===== config.mk =====
export PLATFORM = sky130hd
export DESIGN_NAME = nfc_response_frame_parser
export DESIGN_NICKNAME = d
export VERILOG_FILES = /design/src/nfcrfp_pkg.sv /design/src/nfc_response_frame_parser.sv
export SDC_FILE = /design/constraint.sdc
export NUM_CORES = 1
export LEC_CHECK = 0
export ABC_CLOCK_PERIOD_IN_PS = 9900
export BUFFER_PORTS_ARGS = -buffer_cell sky130_fd_sc_hd__buf_4
export CAP_MARGIN = 40
export CELL_PAD_IN_SITES_DETAIL_PLACEMENT = 1
export CELL_PAD_IN_SITES_GLOBAL_PLACEMENT = 2
export CORE_MARGIN = 8
export CORE_UTILIZATION = 39
export DETAILED_ROUTE_END_ITERATION = 10
export GPL_TIMING_DRIVEN = 0
export HOLD_SLACK_MARGIN = 0.1
export PLACE_DENSITY_LB_ADDON = 0.1
export SLEW_MARGIN = 20
export SYNTH_ARGS = -nofsm -noshare
export SYNTH_HDL_FRONTEND = slang
export SYNTH_SLANG_ARGS = --single-unit

===== constraint.sdc =====
create_clock -name clock -period 9.9 [get_ports clock]
set_input_delay 1.98 -clock clock [delete_from_list [all_inputs] [get_ports clock]]
set_output_delay 1.98 -clock clock [all_outputs]
set_load 0.05 [all_outputs]

===== src/nfcrfp_pkg.sv =====
`default_nettype none
package nfcrfp_pkg;

   localparam int MAX_FRAME_LEN_DEFAULT = 64;
   localparam logic [7:0] FRAME_LEN_MIN = 8'd2;
   localparam logic [7:0] CAPACITY_RESET = 8'd64;

   localparam logic [7:0] START_CODE1 = 8'h00;
   localparam logic [7:0] START_CODE2 = 8'hFF;
   localparam logic [7:0] PREAMBLE = 8'h00;
   localparam logic [7:0] TFI_TO_HOST = 8'hD5;

   localparam logic [2:0] STATUS_OK = 3'd0;
   localparam logic [2:0] STATUS_NOT_READY = 3'd1;
   localparam logic [2:0] STATUS_BAD_START = 3'd2;
   localparam logic [2:0] STATUS_LEN_CHECKSUM = 3'd3;
   localparam logic [2:0] STATUS_BAD_LEN = 3'd4;
   localparam logic [2:0] STATUS_BAD_TFI = 3'd5;
   localparam logic [2:0] STATUS_DATA_CHECKSUM = 3'd6;
   localparam logic [2:0] STATUS_UNUSED = 3'd7;

   typedef struct packed {
      logic [7:0] rx_byte;
      logic       first_of_read;
   } req_type;

   typedef struct packed {
      logic [7:0] out_byte;
      logic       is_status;
      logic [2:0] status_code;
      logic [7:0] delivered_count;
   } rsp_type;

endpackage
`default_nettype wire


===== src/nfc_response_frame_parser.sv =====
// Response frame parser for an NFC controller read. Takes one byte per cycle;
// each accepted byte updates the frame state in the same cycle and, when it
// yields a data byte or a final status, loads the result register, so a result
// appears in the cycle after its byte is accepted. req_ready is low only while
// the result register holds an item that is not being taken. A byte flagged
// first_of_read always restarts parsing. After a status, bytes are ignored
// until the next flagged byte. out_capacity may be written only while idle.
`default_nettype none
module nfc_response_frame_parser #(
   parameter int MAX_FRAME_LEN = nfcrfp_pkg::MAX_FRAME_LEN_DEFAULT
) (
   input  wire                  clock,
   input  wire                  reset,
   input  wire                  req_valid,
   output logic                 req_ready,
   input  nfcrfp_pkg::req_type  req_payload,
   output logic                 rsp_valid,
   input  wire                  rsp_ready,
   output nfcrfp_pkg::rsp_type  rsp_payload,
   input  wire                  csr_write_enable,
   input  wire  [7:0]           csr_write_data
);

   localparam logic [3:0] PH_IDLE = 4'd0;
   localparam logic [3:0] PH_PRE  = 4'd1;
   localparam logic [3:0] PH_S1   = 4'd2;
   localparam logic [3:0] PH_S2   = 4'd3;
   localparam logic [3:0] PH_LEN  = 4'd4;
   localparam logic [3:0] PH_LCS  = 4'd5;
   localparam logic [3:0] PH_TFI  = 4'd6;
   localparam logic [3:0] PH_DATA = 4'd7;
   localparam logic [3:0] PH_DCS  = 4'd8;

   localparam logic [7:0] LEN_MAX = 8'(MAX_FRAME_LEN);

   logic [7:0] capacity_ff, capacity_in;
   logic [3:0] phase_ff, phase_in;
   logic [7:0] frame_length_ff, frame_length_in;
   logic [7:0] bytes_left_ff, bytes_left_in;
   logic [7:0] running_sum_ff, running_sum_in;
   logic [7:0] sent_count_ff, sent_count_in;
   logic       rsp_valid_ff, rsp_valid_in;
   nfcrfp_pkg::rsp_type rsp_payload_ff, rsp_payload_in;

   logic       accept;
   logic       emit;
   logic       emit_status;
   logic [2:0] code;
   logic [7:0] b;
   logic [7:0] sum_next;

   assign req_ready   = !rsp_valid_ff || rsp_ready;
   assign accept      = req_valid && req_ready;
   assign rsp_valid   = rsp_valid_ff;
   assign rsp_payload = rsp_payload_ff;
   assign b           = req_payload.rx_byte;
   assign sum_next    = running_sum_ff + b;

   assign capacity_in = csr_write_enable ? csr_write_data : capacity_ff;

   always_comb begin
      phase_in        = phase_ff;
      frame_length_in = frame_length_ff;
      bytes_left_in   = bytes_left_ff;
      running_sum_in  = running_sum_ff;
      sent_count_in   = sent_count_ff;
      emit            = 1'b0;
      emit_status     = 1'b0;
      code            = nfcrfp_pkg::STATUS_OK;
      if (req_payload.first_of_read) begin
         frame_length_in = 8'd0;
         bytes_left_in   = 8'd0;
         running_sum_in  = 8'd0;
         sent_count_in   = 8'd0;
         if (!b[0]) begin
            emit_status = 1'b1;
            code        = nfcrfp_pkg::STATUS_NOT_READY;
         end else begin
            phase_in = PH_PRE;
         end
      end else begin
         case (phase_ff)
            PH_IDLE: begin
            end
            PH_PRE: begin
               if (b != nfcrfp_pkg::PREAMBLE) begin
                  emit_status = 1'b1;
                  code        = nfcrfp_pkg::STATUS_BAD_START;
               end else begin
                  phase_in = PH_S1;
               end
            end
            PH_S1: begin
               if (b != nfcrfp_pkg::START_CODE1) begin
                  emit_status = 1'b1;
                  code        = nfcrfp_pkg::STATUS_BAD_START;
               end else begin
                  phase_in = PH_S2;
               end
            end
            PH_S2: begin
               if (b != nfcrfp_pkg::START_CODE2) begin
                  emit_status = 1'b1;
                  code        = nfcrfp_pkg::STATUS_BAD_START;
               end else begin
                  phase_in = PH_LEN;
               end
            end
            PH_LEN: begin
               frame_length_in = b;
               phase_in        = PH_LCS;
            end
            PH_LCS: begin
               if (8'(frame_length_ff + b) != 8'd0) begin
                  emit_status = 1'b1;
                  code        = nfcrfp_pkg::STATUS_LEN_CHECKSUM;
               end else if (frame_length_ff < nfcrfp_pkg::FRAME_LEN_MIN ||
                            frame_length_ff > LEN_MAX) begin
                  emit_status = 1'b1;
                  code        = nfcrfp_pkg::STATUS_BAD_LEN;
               end else begin
                  phase_in = PH_TFI;
               end
            end
            PH_TFI: begin
               if (b != nfcrfp_pkg::TFI_TO_HOST) begin
                  emit_status = 1'b1;
                  code        = nfcrfp_pkg::STATUS_BAD_TFI;
               end else begin
                  running_sum_in = nfcrfp_pkg::TFI_TO_HOST;
                  bytes_left_in  = frame_length_ff - 8'd1;
                  phase_in       = PH_DATA;
               end
            end
            PH_DATA: begin
               running_sum_in = sum_next;
               bytes_left_in  = bytes_left_ff - 8'd1;
               if (bytes_left_ff == 8'd1) begin
                  phase_in = PH_DCS;
               end
               if (sent_count_ff < capacity_ff) begin
                  sent_count_in = sent_count_ff + 8'd1;
                  emit          = 1'b1;
               end
            end
            PH_DCS: begin
               running_sum_in = sum_next;
               emit_status    = 1'b1;
               code           = (sum_next == 8'd0) ? nfcrfp_pkg::STATUS_OK
                                                   : nfcrfp_pkg::STATUS_DATA_CHECKSUM;
            end
            default: begin
               phase_in = PH_IDLE;
            end
         endcase
      end
      if (emit_status) begin
         phase_in = PH_IDLE;
      end
   end

   always_comb begin
      rsp_payload_in = rsp_payload_ff;
      rsp_valid_in   = rsp_valid_ff && !rsp_ready;
      if (accept && (emit || emit_status)) begin
         rsp_valid_in = 1'b1;
         if (emit_status) begin
            rsp_payload_in.out_byte        = 8'd0;
            rsp_payload_in.is_status       = 1'b1;
            rsp_payload_in.status_code     = code;
            rsp_payload_in.delivered_count = sent_count_in;
         end else begin
            rsp_payload_in.out_byte        = b;
            rsp_payload_in.is_status       = 1'b0;
            rsp_payload_in.status_code     = nfcrfp_pkg::STATUS_OK;
            rsp_payload_in.delivered_count = 8'd0;
         end
      end
   end

   always_ff @(posedge clock) begin
      rsp_payload_ff <= rsp_payload_in;
      if (reset) begin
         capacity_ff     <= nfcrfp_pkg::CAPACITY_RESET;
         phase_ff        <= PH_IDLE;
         frame_length_ff <= 8'd0;
         bytes_left_ff   <= 8'd0;
         running_sum_ff  <= 8'd0;
         sent_count_ff   <= 8'd0;
         rsp_valid_ff    <= 1'b0;
      end else begin
         capacity_ff  <= capacity_in;
         rsp_valid_ff <= rsp_valid_in;
         if (accept) begin
            phase_ff        <= phase_in;
            frame_length_ff <= frame_length_in;
            bytes_left_ff   <= bytes_left_in;
            running_sum_ff  <= running_sum_in;
            sent_count_ff   <= sent_count_in;
         end
      end
   end

endmodule
`default_nettype wire


==> results.sh <==
export IMPL_outcome="finished clean"
export IMPL_num_rows=37
export IMPL_cp_data_arrival_time_ps=4750
export IMPL_post_cts_setup_buffer_count=0
export IMPL_critPathLaunchType="input port"
export IMPL_post_cts_resized=0
export IMPL_synth_edf_count=20
export IMPL_switchingPower_uw=165.0
export IMPL_worst_setup_path_type="input port to flip-flop"
export IMPL_synthArstFlopShare=0
export IMPL_pwr_density_cell_mw_per_mm2=121.7
export IMPL_cts_path_max_buffers=2
export IMPL_drcViolationCount=0
export IMPL_critPathCaptureType="flip-flop"
export IMPL_die_w_um=118.4
export IMPL_cts_root_buffer="clkbuf_8"
export IMPL_synth_compound_gate_area_share=0.1750
export IMPL_n_antenna_cell=0
export IMPL_synth_common_cells="45 x dfxtp_1, 44 x nor2_1, 43 x a21oi_1, 36 x nand2_1, 25 x ha_1"
export IMPL_synth_area_sq_mm=0.004089
export IMPL_slew_violations=0
export IMPL_wl_met1_um=5532
export IMPL_grt_usage=0.1675
export IMPL_grt_pass1_wl_um=19340
export IMPL_yosys_area_top_type_share=0.2203
export IMPL_rsz0062_at_grt="no"
export IMPL_drive_gt1_frac=0.1583
export IMPL_fmax_ghz=0.2156
export IMPL_yosys_cell_types_count=68
export IMPL_clk_latency_ps=350
export IMPL_hold_path_class="flip-flop to flip-flop"
export IMPL_fillers=1253
export IMPL_slew_headroom=0.4457
export IMPL_overflow=0
export IMPL_grt_start_max_net_pins=13
export IMPL_htree_levels=3
export IMPL_synth_most_common_cell="dfxtp_1"
export IMPL_totalPowerFinal_uw=577.6
export IMPL_synth_top_cell_by_area="dfxtp_1"
export IMPL_cts_buffers=9
export IMPL_skew_ps=9.352
export IMPL_drt_initial_drc_count=160
export IMPL_first_pass_iters=4
export IMPL_wl_per_cell_um=17.47
export IMPL_cp_startpoint="req_payload[1]"
export IMPL_synth_seq_cells=65
export IMPL_drv_cap=0
export IMPL_placed_cells=638
export IMPL_finalSetupViolations=0
export IMPL_hold_violations=0
export IMPL_clkTransAtPathRegs_ps=70
export IMPL_dr_wl_met2_um=5280
export IMPL_synth_avg_cell_area_sq_um=8.870
export IMPL_synthSimpleGateAreaFrac=0.2267
export IMPL_ant_nets=0
export IMPL_fin_cells=654
export IMPL_initial_core_util=0.3997
export IMPL_ios=44
export IMPL_finalWirelength_um=11420
export IMPL_finalNetCount=562
export IMPL_fin_ws_ps=5261
export IMPL_synth_nets=510
export IMPL_die_area_sq_mm=0.01402
export IMPL_seq_area_frac_synth=0.3672
export IMPL_hpwl_um=8932
export IMPL_core_area_sq_mm=0.01023
export IMPL_synthXorXnorAreaFrac=0.05783
export IMPL_fin_tns_setup_ps=0
export IMPL_power_share_combinational=0.153
export IMPL_cts_hold_buffers_added=0
export IMPL_fin_area_sq_mm=0.004747
export IMPL_pre_cts_slack_ps=4910
export IMPL_antenna_found_initial=0
export IMPL_min_period_ps=4639
export IMPL_clock_sink_count=65
export IMPL_synthToLayoutAreaGrowth_pct=16.10
export IMPL_p_leak_nw=1.862
export IMPL_routabilityCongestion=0.8061
export IMPL_tightestPinTransition_ps=819.9
export IMPL_min_from="running_sum_ff[0]"
export IMPL_vias=3589
export IMPL_synthMuxAreaShare=0.02448
export IMPL_portBuffers=40
export IMPL_top_layer_used="met4"
export IMPL_synthFlopType="dfxtp_1"
export IMPL_yosys_top_cells_area="dfxtp_1 22%, edfxtp_1 15%, ha_1 7.6%"
export IMPL_placed_area_sq_mm=0.004574
export IMPL_p_clk_frac=0.352
export IMPL_wl_met3_um=426
export IMPL_crit_fanout=12
export IMPL_grt_pass1_vias=3797
export IMPL_cp_required_ps=10010
export IMPL_yosysWarnings=0
export IMPL_final_min_period_over_clock_period=0.4686
export IMPL_p_int_uw=412.6
export IMPL_synthCells=461
export IMPL_fp_dieH_um=118.4
export IMPL_r2r_start="frame_length_ff[0]"
export IMPL_netSwitchingFraction=0.2857
export IMPL_synth_fa_ha_area_frac=0.08629
export IMPL_synth_top_family_by_area="simple AND/OR/NAND/NOR gates"
export IMPL_vias_per_cell=5.488
export IMPL_seqPwrFrac=0.495
export IMPL_cts_tree="built"
export IMPL_peakVddDrop_mv=0.04542
==> per-layer routing <==
metal,vias up,GRT usage
li1,1795,-
met1,1717,0.2153
met2,62,0.2757
met3,15,0.02665
met4,0,0.06719
met5,-,0
==> state kept, by name, summed over array words and instances (netlist names) <==
| register | cells |
|---|---|
| rsp_payload | 20 |
| bytes_left_ff | 8 |
| capacity_ff | 8 |
| frame_length_ff | 8 |
| running_sum_ff | 8 |
| sent_count_ff | 8 |
| phase_ff | 4 |
| rsp_valid | 1 |
==> worst paths after layout <==
check / depth (start not counted) / slack [ps] / to
setup reg to reg: 9 / 6600 / rsp_payload[11]
setup / recovery: 11 / 5260 / rsp_payload[11]
hold reg to reg: 2 / 470 / running_sum_ff[0]
hold / removal: 2 / 470 / running_sum_ff[0]
==> placed cells by master (no fill, tap or decap), types with 12 or more instances in the layout <==
cell	Yosys	layout
nand4_1	14	14
nor3_1	12	12
buf_4	2	42
clkbuf_1	12	13
nor2_1	44	44
a21oi_1	43	42
inv_1	21	21
edfxtp_1	20	20
dfxtp_1	45	45
xnor2_1	16	16
nand2_1	36	36
o21ai_0	21	21
ha_1	25	25
clkbuf_8	5	15
==> stage by stage <==
| stage | utilization | hold WS, ps |
|---|---|---|
| after CTS | 0.4640 | 462.8 |
| after global routing | 0.4640 | 497.5 |
| after global placement | 0.4456 | 443.8 |
| final | 0.4640 | 465.7 |
| after floorplan | - | 432.9 |
| after detailed placement | 0.4471 | 455.6 |
==> worst max-delay path, cell delays in order <==
cell     delay [ps]
buf_4           150
ha_1            230
fa_1            400
xor2_1          150
nor3_1          140
o21ai_0         110
nor4b_1         730
a31o_2          300
and2_2          210
a21oi_2         150
buf_6           190
==> layout make-up <==
cell class | instances | area (sq um) | share of cell area
Multi-Input combinational cell | 351 | 2336 | 0.4921
Sequential cell | 65 | 1501 | 0.3163
Timing Repair Buffer | 41 | 311.5 | 0.06563
Buffer | 24 | 176.4 | 0.03716
Tap cell | 136 | 170.2 | 0.03585
Clock buffer | 11 | 141.4 | 0.02978
Inverter | 21 | 78.83 | 0.01661
Clock inverter | 5 | 31.28 | 0.006589
==> power groups by stage <==
| stage | sequential, mW | clock (mW) | combinational, mW |
|---|---|---|---|
| floorplan | 0.300 | 0 | 0.0508 |
| global placement | 0.292 | 0 | 0.0861 |
| detailed placement | 0.292 | 0 | 0.0886 |
| CTS | 0.286 | 0.207 | 0.0890 |
| global route | 0.287 | 0.220 | 0.0971 |
| finish | 0.286 | 0.204 | 0.0882 |
==> cells by family after synthesis <==
logic type	after synthesis
and+or+nand+nor	174
AOI/OAI and AO/OA	113
DFF	65
buffers and inverters	45
xor gates and xnor gates	27
adders and majority gates	27
muxes	10
Note: power is estimated with default switching activity, not from simulation.
